$ cat config.mk
export PLATFORM = sky130hd
export DESIGN_NAME = vpst_scale
export DESIGN_NICKNAME = d
export VERILOG_FILES = /design/src/rtl/core/vpst_pkg.sv /design/src/rtl/core/vpst_scale.sv
export SDC_FILE = /design/constraint.sdc
export NUM_CORES = 1
export LEC_CHECK = 0
export BUFFER_PORTS_ARGS = -buffer_cell sky130_fd_sc_hd__buf_2
export CAP_MARGIN = 20
export CORE_MARGIN = 4
export CORE_UTILIZATION = 64
export CTS_CLUSTER_DIAMETER = 40
export DETAILED_ROUTE_END_ITERATION = 16
export PLACE_DENSITY_LB_ADDON = 0.08
export SETUP_SLACK_MARGIN = 0.3
export SYNTH_ARGS = -nofsm -noshare
export SYNTH_HDL_FRONTEND = slang
export SYNTH_SLANG_ARGS = --single-unit
$ cat constraint.sdc
create_clock -name i_clk -period 17.3 [get_ports i_clk]
set_clock_uncertainty 0.1 [all_clocks]
set_input_delay 1.73 -clock i_clk [delete_from_list [all_inputs] [get_ports i_clk]]
set_output_delay 1.73 -clock i_clk [all_outputs]
set_load 0.005 [all_outputs]
$ cat src/rtl/core/vpst_pkg.sv
// Shared types, constants and the taper table for the padded volume reader.
package vpst_pkg;

    // Default sizing of the original volume store and of the padded volume.
    localparam int MAX_OLD_X_DEF    = 64;
    localparam int MAX_OLD_Y_DEF    = 64;
    localparam int MAX_OLD_Z_DEF    = 16;
    localparam int MAX_NEW_SIZE_DEF = 255;

    // Reset values of the size registers.
    localparam logic [6:0] OLD_X_RST = 7'd64;
    localparam logic [6:0] OLD_Y_RST = 7'd64;
    localparam logic [5:0] OLD_Z_RST = 6'd32;
    localparam logic [7:0] NEW_X_RST = 8'd128;
    localparam logic [7:0] NEW_Y_RST = 8'd128;
    localparam logic [7:0] NEW_Z_RST = 8'd64;

    // Slice offset from which the edge copy and taper bands appear.
    localparam logic [7:0] BAND_MIN_OFFSET = 8'd9;
    localparam logic [8:0] EDGE_LAST_DIST  = 9'd3;
    localparam logic [8:0] BAND_LAST_DIST  = 9'd9;
    localparam logic [8:0] TAPER_BASE      = 9'd10;

    // Rounding constant for a product with a Q0.15 factor.
    localparam logic [30:0] Q15_HALF = 31'd16384;

    typedef enum logic [0:0] {
        CMD_LOAD = 1'b0,
        CMD_READ = 1'b1
    } t_cmd;

    typedef enum logic [1:0] {
        SRC_ZERO  = 2'd0,
        SRC_COPY  = 2'd1,
        SRC_EDGE  = 2'd2,
        SRC_TAPER = 2'd3
    } t_src_kind;

    typedef enum logic [2:0] {
        CFG_OLD_X = 3'd0,
        CFG_OLD_Y = 3'd1,
        CFG_OLD_Z = 3'd2,
        CFG_NEW_X = 3'd3,
        CFG_NEW_Y = 3'd4,
        CFG_NEW_Z = 3'd5
    } t_cfg_idx;

    typedef struct packed {
        t_cmd               command;
        logic        [7:0]  coord_x;
        logic        [7:0]  coord_y;
        logic        [7:0]  coord_z;
        logic signed [15:0] voxel_in;
    } t_req;

    typedef struct packed {
        logic signed [15:0] voxel_out;
        t_src_kind          source_kind;
    } t_rsp;

    typedef struct packed {
        logic [6:0] old_size_x;
        logic [6:0] old_size_y;
        logic [5:0] old_size_z;
        logic [7:0] new_size_x;
        logic [7:0] new_size_y;
        logic [7:0] new_size_z;
    } t_cfg;

    // Decision for one request, handed from the address stage onward.
    typedef struct packed {
        logic      we;
        logic      re;
        t_src_kind kind;
        logic [2:0] taper_m;
    } t_map_info;

    // Factor m/7 in Q0.15, rounded.
    function automatic logic [14:0] taper_coef(input logic [2:0] m);
        logic [14:0] c;
        case (m)
            3'd1:    c = 15'd4681;
            3'd2:    c = 15'd9362;
            3'd3:    c = 15'd14043;
            3'd4:    c = 15'd18725;
            3'd5:    c = 15'd23406;
            3'd6:    c = 15'd28087;
            default: c = 15'd0;
        endcase
        return c;
    endfunction

endpackage

$ cat src/rtl/core/vpst_scale.sv
// Result stage: waits for store data, applies the taper and drives the result.
module vpst_scale (
    input  logic                i_clk,
    input  logic                i_rst_n,
    input  vpst_pkg::t_map_info i_info,
    input  logic signed [15:0]  i_rdata,
    output logic                o_strobe,
    output vpst_pkg::t_rsp      o_result
);
    import vpst_pkg::*;

    logic       r_s1_valid;
    t_src_kind  r_s1_kind;
    logic [2:0] r_s1_m;
    logic       r_strobe;
    t_rsp       r_result;
    t_rsp       n_result;

    logic        neg;
    logic [15:0] mag;
    logic [30:0] prod;
    logic [30:0] rsum;
    logic [15:0] rmag;

    always_ff @(posedge i_clk) begin
        if (!i_rst_n) begin
            r_s1_valid <= 1'b0;
            r_strobe   <= 1'b0;
        end else begin
            r_s1_valid <= i_info.re;
            r_strobe   <= r_s1_valid;
        end
        r_s1_kind <= i_info.kind;
        r_s1_m    <= i_info.taper_m;
        r_result  <= n_result;
    end

    always_comb begin
        neg  = i_rdata[15];
        mag  = neg ? 16'(-i_rdata) : 16'(i_rdata);
        prod = 31'(mag) * 31'(taper_coef(r_s1_m));
        rsum = prod + Q15_HALF;
        rmag = rsum[30:15];

        n_result.source_kind = r_s1_kind;
        case (r_s1_kind)
            SRC_COPY:  n_result.voxel_out = i_rdata;
            SRC_EDGE:  n_result.voxel_out = i_rdata;
            SRC_TAPER: n_result.voxel_out = neg ? -$signed(rmag) : $signed(rmag);
            default:   n_result.voxel_out = 16'sd0;
        endcase
    end

    assign o_strobe = r_strobe;
    assign o_result = r_result;

endmodule

==> impl_results.md <==
* Hold endpoint: o_result[1]$_DFF_P_
* WP data arrival at approximately 10 ns
* Mapped Nets at 1129
* Hold Slack at about 0.27 ns
* Final Net Count at between 1000 and 1500
* Die area at ~14000 sq um
* Min-delay worst type: register to register
* Ys flop type: dfxtp_1
* DR WL/cell at roughly 18 microns
* Antenna cells at 0
* Hold buffers post-CTS at 0
* Post-CTS Setup Repair Bufs at 0
* Resized Gates After CTS at 0
* Layout Cells excl Fill at 1034
* Via Count at roughly 5900
* Syn Area/Cell at 8.89 sq um
* CP Capture Type: register
* DPL Wire Length at around 17 mm
* RSZ-0062 raised after global routing: no
* Mapped Area at 7700 sq um
* Max Fclk at a little under 100 MHz
* Reg2Reg Depth at 26
* Min-Delay Startpoint: r_s1_kind[1]$_DFF_P_
* Setup TNS Final at 0 ns
* Max-slew violations at 0
* Post-route ant nets at 0
* Final WS setup at between 6 and 7 ns
* Core box area at 11600 sq um
* I/O pin count at 44
* Worst-Skew Late Latency at roughly 0.26 ns
* DR vias/cell at between 5 and 6
* Met1 Resource Use GR at 0.369
* Clk pin slew, worst setup/hold paths at roughly 0.070 ns
* RR Startpoint: r_s1_m[2]$_DFF_P_
* Hold Path Cell Cnt at 0
* Final hold viol count at 0
* Terminus of the critical flop-to-flop path: o_result[16]$_DFF_P_
* Vias in the first global route at roughly 6400
* TritonCTS Sinks at 25
* CTS root buffer: clkbuf_16
* Worst-path maximum fanout at 5
* Max Cap Viol at 0
* Initial antenna violation count at 0
* Slowest CP cell: fa_1
* Pre-antenna DRT Iters at 6
* Worst slew margin at 0.517
* Gr ovfl total at 0
* Critical path required time at 17.34 ns
* Global-route wire length before repair at roughly 33 mm
* Run status: completed
* RePlAce Congestion at between 1 and 1.5
* Initial DRC count at 456
* Synth Register Bits at 25
* Slew @ Worst Pin at around 0.72 ns
* Asr flop ratio synth at 0
* Number of synthesized flops with an enable pin at 0
* Pre-CTS setup slack at between 6 and 7 ns
* Fin crit period at 10.34 ns
* Clk buf depth at 2
* Commonest non-fill, non-tap cell in the layout: inv_1
* Layout cells sized above 1 at 0.0797
* Total track usage at 0.290
* Post-Syn Instances at between 800 and 900
* TritonCTS clock tree: built
* H-tree levels at 1
* Met2 Resource Use GR at 0.515
* Post-Route WL at roughly 19 mm
* CTS Buf Count at 3
* Commonest cells after routing, fill and taps aside: 189 x inv_1, 130 x fa_1, 108 x ha_1
* DIE WIDTH at ~120 microns
* Final setup fails at 0
* DR DRC count at 0
* DP Cell Count at roughly 1000
* WS Path Type: input pin to register
* R2r setup slk at 8.91 ns
* Area growth from synthesis to layout at 4.94%
* Cell variety after synth at 67
* Seq/Total Area, Yosys at 0.0650
* CP max stage delay at 0.55 ns
* Largest net degree at the start of global routing at 35
* Crit path top cell by count: fa_1
* CP startpoint kind: input pin
* Met3 Track Usage GR at 0.0341
* Starting Density at 0.663
* Crit share post-route at 0.598
* Die extent in y at between 100 and 150 microns
* Number of port buffers at 42
* Most used routing layer in global routing: met2
* Syn. warnings at 0
* # rows at 39
[stage by stage]
stage,cell area (sq um),utilization
floorplan,7700,-
CTS,8080,0.696
global placement,8000,0.689
finish,8080,0.696
global route,8080,0.696
detailed placement,8000,0.689
[kinds of logic after synthesis]
logic type / synth area share
buffers and inverters: 0.106
DFF: 0.0650
and+or+nand+nor: 0.126
muxes: 0.00325
adders and majority gates: 0.513
xor gates and xnor gates: 0.0737
AOI/OAI and AO/OA: 0.113
[worst max-delay path by stage]
stage / end / slack (ns) / from
floorplan: o_result[17]$_DFF_P_ / 7.76 / i_rdata[2]
detailed placement: o_result[17]$_DFF_P_ / 6.81 / i_rdata[2]
global route: o_result[17]$_DFF_P_ / 6.48 / i_rdata[2]
finish: o_result[16]$_DFF_P_ / 6.96 / i_rdata[2]
CTS: o_result[17]$_DFF_P_ / 7.05 / i_rdata[2]
global placement: o_result[17]$_DFF_P_ / 6.83 / i_rdata[2]
[synth_stat cells (all sizes together), types with 4 or more instances]
cell    count  area (sq um)
xor2       13           114
nor2       37           139
buf         7          46.3
o21ai      28           148
o21a        4          30.0
fa        130          2600
o21bai      7          52.6
a21o        8          60.1
clkbuf     16          60.1
nand2b      8          50.1
ha        108          1350
xnor2      51           454
a21oi      33           180
dfxtp      25           500
nand4       6          37.5
nand3       5          25.0
o31ai       6          45.0
or2         5          31.3
or3         6          37.5
nor3       11          60.1
and2       12          75.1
nand2      97           364
o41ai       4          50.1
a22oi       8          60.1
inv       189           709
[flip-flops by register name, summed over array words and instances, names as in the netlist]
signal      cells
o_result       18
o_strobe        1
r_s1_kind       2
r_s1_m          3
r_s1_valid      1
[area by class of cell]
| cell class | instances | area (sq um) |
|---|---|---|
| Tap cell | 143 | 179 |
| Inverter | 189 | 709 |
| Clock buffer | 3 | 75.1 |
| Sequential cell | 25 | 500 |
| Multi-Input combinational cell | 629 | 6390 |
| Timing Repair Buffer | 44 | 225 |
| Fill cell | 962 | 3530 |
| Clock inverter | 1 | 7.51 |
[worst max-delay path, delay by kind of cell]
kind	cells	cell delay [ns]
simple gates	8	2.26
compound gates	6	1.58
xor+xnor	3	0.85
buf+inv	4	0.27
fa+ha+maj	8	3.68
[layer usage]
layer	part of all wire	wire length, microns	vias up
met5	0	0	-
met4	0.040	762	0
met3	0.044	832	56
met2	0.51	9720	178
met1	0.40	7660	2864
li1	-	-	2791
Power is left out: the tool's default activity adds up to more than one toggle a clock period on the data nets, which glitch-free logic cannot reach.
