## config.mk

```make
export PLATFORM = sky130hd
export DESIGN_NAME = vpst_map
export DESIGN_NICKNAME = d
export VERILOG_FILES = /design/src/rtl/core/vpst_pkg.sv /design/src/rtl/core/vpst_map.sv
export SDC_FILE = /design/constraint.sdc
export NUM_CORES = 1
export LEC_CHECK = 0
export BUFFER_PORTS_ARGS = -buffer_cell sky130_fd_sc_hd__buf_2
export CORE_MARGIN = 2
export CORE_UTILIZATION = 59
export DETAILED_ROUTE_END_ITERATION = 12
export PLACE_DENSITY_LB_ADDON = 0.25
export SLEW_MARGIN = 5
export SYNTH_ARGS = -nofsm -noshare
export SYNTH_HDL_FRONTEND = slang
export SYNTH_SLANG_ARGS = --single-unit
```

## constraint.sdc

```tcl
create_clock -name vclk -period 8.85
set_input_delay 0.4425 -clock vclk [all_inputs]
set_output_delay 0.4425 -clock vclk [all_outputs]
set_load 0.005 [all_outputs]
```

## src/rtl/core/vpst_pkg.sv

```systemverilog
// Shared types, constants and the taper table for the padded volume reader.
package vpst_pkg;

    // Default sizing of the original volume store and of the padded volume.
    localparam int MAX_OLD_X_DEF    = 64;
    localparam int MAX_OLD_Y_DEF    = 64;
    localparam int MAX_OLD_Z_DEF    = 16;
    localparam int MAX_NEW_SIZE_DEF = 255;

    // Reset values of the size registers.
    localparam logic [6:0] OLD_X_RST = 7'd64;
    localparam logic [6:0] OLD_Y_RST = 7'd64;
    localparam logic [5:0] OLD_Z_RST = 6'd32;
    localparam logic [7:0] NEW_X_RST = 8'd128;
    localparam logic [7:0] NEW_Y_RST = 8'd128;
    localparam logic [7:0] NEW_Z_RST = 8'd64;

    // Slice offset from which the edge copy and taper bands appear.
    localparam logic [7:0] BAND_MIN_OFFSET = 8'd9;
    localparam logic [8:0] EDGE_LAST_DIST  = 9'd3;
    localparam logic [8:0] BAND_LAST_DIST  = 9'd9;
    localparam logic [8:0] TAPER_BASE      = 9'd10;

    // Rounding constant for a product with a Q0.15 factor.
    localparam logic [30:0] Q15_HALF = 31'd16384;

    typedef enum logic [0:0] {
        CMD_LOAD = 1'b0,
        CMD_READ = 1'b1
    } t_cmd;

    typedef enum logic [1:0] {
        SRC_ZERO  = 2'd0,
        SRC_COPY  = 2'd1,
        SRC_EDGE  = 2'd2,
        SRC_TAPER = 2'd3
    } t_src_kind;

    typedef enum logic [2:0] {
        CFG_OLD_X = 3'd0,
        CFG_OLD_Y = 3'd1,
        CFG_OLD_Z = 3'd2,
        CFG_NEW_X = 3'd3,
        CFG_NEW_Y = 3'd4,
        CFG_NEW_Z = 3'd5
    } t_cfg_idx;

    typedef struct packed {
        t_cmd               command;
        logic        [7:0]  coord_x;
        logic        [7:0]  coord_y;
        logic        [7:0]  coord_z;
        logic signed [15:0] voxel_in;
    } t_req;

    typedef struct packed {
        logic signed [15:0] voxel_out;
        t_src_kind          source_kind;
    } t_rsp;

    typedef struct packed {
        logic [6:0] old_size_x;
        logic [6:0] old_size_y;
        logic [5:0] old_size_z;
        logic [7:0] new_size_x;
        logic [7:0] new_size_y;
        logic [7:0] new_size_z;
    } t_cfg;

    // Decision for one request, handed from the address stage onward.
    typedef struct packed {
        logic      we;
        logic      re;
        t_src_kind kind;
        logic [2:0] taper_m;
    } t_map_info;

    // Factor m/7 in Q0.15, rounded.
    function automatic logic [14:0] taper_coef(input logic [2:0] m);
        logic [14:0] c;
        case (m)
            3'd1:    c = 15'd4681;
            3'd2:    c = 15'd9362;
            3'd3:    c = 15'd14043;
            3'd4:    c = 15'd18725;
            3'd5:    c = 15'd23406;
            3'd6:    c = 15'd28087;
            default: c = 15'd0;
        endcase
        return c;
    endfunction

endpackage

```

## src/rtl/core/vpst_map.sv

```systemverilog
// Address stage: maps a request onto a store address and a source decision.
module vpst_map #(
    parameter int MAX_OLD_X    = vpst_pkg::MAX_OLD_X_DEF,
    parameter int MAX_OLD_Y    = vpst_pkg::MAX_OLD_Y_DEF,
    parameter int MAX_OLD_Z    = vpst_pkg::MAX_OLD_Z_DEF,
    parameter int MAX_NEW_SIZE = vpst_pkg::MAX_NEW_SIZE_DEF,
    parameter int AW           = 16
) (
    input  logic                i_accept,
    input  vpst_pkg::t_req      i_req,
    input  vpst_pkg::t_cfg      i_cfg,
    output vpst_pkg::t_map_info o_info,
    output logic [AW-1:0]       o_addr
);
    import vpst_pkg::*;

    logic [6:0] ox, oy;
    logic [5:0] oz;
    logic [7:0] nx, ny, nz;
    logic [7:0] ix, iy, kz;
    logic [7:0] cx, cy, cz;
    logic [7:0] px, py, pz;
    logic       in_range, in_z, below, band, xy_ok, load_ok, take;
    logic [8:0] slice_dist;
    logic [5:0] sz;
    logic [7:0] ax, ay;
    logic [5:0] az;
    logic [8:0] m_full;

    always_comb begin
        // Clamp the programmed sizes to what the store and output can hold.
        ox = (32'(i_cfg.old_size_x) > MAX_OLD_X) ? 7'(MAX_OLD_X) : i_cfg.old_size_x;
        oy = (32'(i_cfg.old_size_y) > MAX_OLD_Y) ? 7'(MAX_OLD_Y) : i_cfg.old_size_y;
        oz = (32'(i_cfg.old_size_z) > MAX_OLD_Z) ? 6'(MAX_OLD_Z) : i_cfg.old_size_z;
        nx = (32'(i_cfg.new_size_x) > MAX_NEW_SIZE) ? 8'(MAX_NEW_SIZE) : i_cfg.new_size_x;
        ny = (32'(i_cfg.new_size_y) > MAX_NEW_SIZE) ? 8'(MAX_NEW_SIZE) : i_cfg.new_size_y;
        nz = (32'(i_cfg.new_size_z) > MAX_NEW_SIZE) ? 8'(MAX_NEW_SIZE) : i_cfg.new_size_z;

        ix = (nx >= {1'b0, ox}) ? ((nx - {1'b0, ox}) >> 1) : 8'd0;
        iy = (ny >= {1'b0, oy}) ? ((ny - {1'b0, oy}) >> 1) : 8'd0;
        kz = (nz >= {2'b0, oz}) ? ((nz - {2'b0, oz}) >> 1) : 8'd0;

        cx = i_req.coord_x;
        cy = i_req.coord_y;
        cz = i_req.coord_z;

        in_range = (cx < nx) && (cy < ny) && (cz < nz) && (oz != 6'd0);
        pz       = cz - kz;
        in_z     = (cz >= kz) && (pz < {2'b0, oz});
        below    = cz < kz;

        // Distance from the nearest original end slice, counted from one.
        if (below) begin
            slice_dist = {1'b0, kz} - {1'b0, cz};
        end else begin
            slice_dist = {1'b0, cz} - {1'b0, kz} - {3'b0, oz} + 9'd1;
        end
        band = !in_z && (kz >= BAND_MIN_OFFSET) && (slice_dist >= 9'd1)
            && (slice_dist <= BAND_LAST_DIST);

        if (in_z) begin
            sz = pz[5:0];
        end else if (below) begin
            sz = 6'd0;
        end else begin
            sz = oz - 6'd1;
        end

        px    = cx - ix;
        py    = cy - iy;
        xy_ok = (cx >= ix) && (cy >= iy) && (px < {1'b0, ox}) && (py < {1'b0, oy});
        take  = in_range && xy_ok && (in_z || band);

        load_ok = (cx < {1'b0, ox}) && (cy < {1'b0, oy}) && (cz < {2'b0, oz});

        if (i_req.command == CMD_LOAD) begin
            ax = cx;
            ay = cy;
            az = cz[5:0];
        end else begin
            ax = px;
            ay = py;
            az = sz;
        end
        o_addr = AW'((int'(az) * MAX_OLD_Y + int'(ay)) * MAX_OLD_X + int'(ax));

        m_full = TAPER_BASE - slice_dist;

        o_info.we      = i_accept && (i_req.command == CMD_LOAD) && load_ok;
        o_info.re      = i_accept && (i_req.command == CMD_READ);
        o_info.taper_m = m_full[2:0];
        if (!take) begin
            o_info.kind = SRC_ZERO;
        end else if (in_z) begin
            o_info.kind = SRC_COPY;
        end else if (slice_dist <= EDGE_LAST_DIST) begin
            o_info.kind = SRC_EDGE;
        end else begin
            o_info.kind = SRC_TAPER;
        end
    end

endmodule

```

==> results.txt <==
First-pass GRT wire length = 21,200 um
Delay of the slowest critical-path stage = 0.56 ns
Sw Share = 0.552
Min Tclk post-route = 7.37 ns
Least-Margin Pin Slew = 0.683 ns
Worst path required time = 8.41 ns
Area grow syn2layout = 11.1%
Max Cap Violations = 0
Post-Synth Simple-Gate Area = 0.185
# DRC = 0
Nets = 992
Netlist cell types = 64
WHS = 1.19 ns
Combinational Power Share = 1.000
# setup viols final = 0
Setup tns final = 0 ns
Mapped Area = 4990 um2
Seq/Total Area, Yosys = 0
Final Hold Violating Endpoints = 0
Initial DRC Count = 134
Worst path arrival time = 6.93 ns
Final worst slack = 1.48 ns
Synth Instances = 674
Hold crit path type = in -> out
Max-slew violations = 0
CP Max Fanout = 10
IO Pins = 109
Sequential power share = 0
Row cnt = 33
Post-synthesis compound-gate area fraction = 0.209
Core area = 8220 um2
Register area = 0 um2
Top cells by area, synth = ha_1 32%, inv_1 7.0%, fa_1 6.0%
Initial Util = 0.608
Vias = 5,016
DR vias/cell = 5.80
Lkg Pwr = 2.93 nW
Overall Global Routing Usage = 0.284
RSZ-0062 raised after global routing = false
Main combinational cell family by area after synthesis = adder cells
# hold bufs at CTS = 0
DP Wirelength = 11,600 um
Mean post-synth cell area = 7.41 um2
Total gr overflow = 0
Post-cts gate resize count = 0
Most frequent CP cell = ha_1
Final core occ = 0.675
Psw = 0.000430 W
Post-place setup slack = 1.59 ns
Top-area cell type share of the netlist area = 0.323
Avg WL per Cell = 15.2 um
Post-Synth XOR/XNOR Area = 0.0982
Vias in the first global route = 4,948
FF+latch count = 0
Final-layout clock buffer total = 0
Initial antenna violation count = 0
RePlAce Congestion = 0.922
Status = complete, no violations
Total Wirelength = 13,200 um
Final antenna-violating net count = 0
Die Ht = 96.0 um
Largest net degree at the start of global routing = 36
Post-route clock period utilization = 0.833
CP Capture Type = output pin
I/O Buffers = 93
VDD IR max = 0.0514 mV
Synth Area in Adders = 0.383
Proportion of synthesized area in mux cells = 0.0413
Tot Pwr = 0.000778 W
Inserted Diodes = 0
Post-CTS Setup Bufs = 0
Achievable Freq = 0.136 GHz
CP max stage cell = fa_1
Crit path launch type = input pin
Clock Power Share = 0
Internal Power = 0.000348 W
Synth warnings = 0
Die width = 96.0 um
Yosys top cell by area = ha_1
Worst setup path category = in -> out
Slew Limit Headroom = 0.545
Die ar. = 9220 um2
TritonRoute pass-1 iters = 4
Layout cells sized above 1 = 0.153
Cell Pwr Density = 140 nW/um2
-- layout make-up --
type / count / area (um2)
fillers: 734 / 2670
inverters: 93 / 349
multi-input cells: 573 / 4590
well taps: 105 / 131
repair buffers: 94 / 473
-- metrics by stage --
stage          instance area [um2]  std cells
2_1_floorplan                 5010        677
4_1_cts                       5550        865
3_3_place_gp                  5550        865
3_5_place_dp                  5550        865
6_report                      5550        865
5_1_grt                       5550        865
-- final timing paths --
check                 depth (start not counted)      start          to
worst min-delay path                          3   i_accept   o_info[5]
worst max-delay path                         34  i_cfg[29]  o_addr[15]
-- power groups by stage --
| stage | Combinational (W) | Clock (W) | Sequential, W |
|---|---|---|---|
| floorplan | 0.000577 | 0 | 0 |
| global placement | 0.000743 | 0 | 0 |
| detailed placement | 0.000772 | 0 | 0 |
| CTS | 0.000779 | 0 | 0 |
| global route | 0.000878 | 0 | 0 |
| finish | 0.000778 | 0 | 0 |
-- critical path, delay by kind of cell --
kind                     cells  cell delay (ns)
adder cells (fa/ha/maj)      6             2.11
AO/OA/AOI/OAI               10             2.10
AND/OR/NAND/NOR             10             1.19
buffers and inverters        6             0.82
XOR/XNOR                     2             0.28
-- cell families after synthesis --
logic type | count (synthesis)
AO/OA/AOI/OAI | 162
XOR/XNOR | 56
adder cells (fa/ha/maj) | 144
buffers and inverters | 104
multiplexers | 18
other | 1
AND/OR/NAND/NOR | 189
-- placed cells by master (no fill, tap or decap), types with 3 or more instances in the layout --
master	synthesis	layout
a211o_1	4	4
a21boi_0	3	3
a21o_1	16	16
a21oi_1	50	50
a31oi_1	9	9
and2_1	6	6
buf_2	2	93
conb_1	1	4
fa_1	15	15
ha_1	129	129
inv_1	93	93
mux2_2	11	11
mux2i_1	6	6
nand2_1	56	56
nand2b_1	12	12
nand3_1	20	20
nand4_1	10	10
nor2_1	42	42
nor2b_1	10	10
nor3_1	12	12
nor4_1	5	5
o2111ai_1	3	3
o211ai_1	3	3
o21a_1	5	5
o21ai_0	33	33
o21bai_1	10	10
o31a_1	3	3
xnor2_1	33	33
xor2_1	23	23
-- cells in the mapped netlist (all sizes together), types with 2 or more instances --
cell type and count:
o221ai 2, xor2 23, nor2b 10, o21bai 10, a2bb2oi 2, xnor2 33, fa 15, nor2 42
ha 129, o2111ai 3, o21a 5, and2 6, mux2 11, mux2i 6, nand4b 2, or2 2
a21o 16, nor4 5, nand2 56, inv 93, a31oi 10, nand4 10, nor3 13, clkbuf 6
or3 2, o31a 3, o211ai 3, buf 5, a211o 4, nand3 20, a21oi 50, nand2b 12
a211oi 2, a31o 3, a21boi 3, and3 2, or3b 2, o21ai 34
-- routing by layer --
metal | global-route usage | part of all wire | wire [um] | vias up
li1 | - | - | - | 2544
met1 | 0.338 | 0.43 | 5630 | 2290
met2 | 0.542 | 0.49 | 6460 | 148
met3 | 0.00861 | 0.047 | 617 | 34
met4 | 0.0952 | 0.035 | 466 | 0
met5 | 0 | 0 | 0 | -
(Power assumes the default switching activity.)
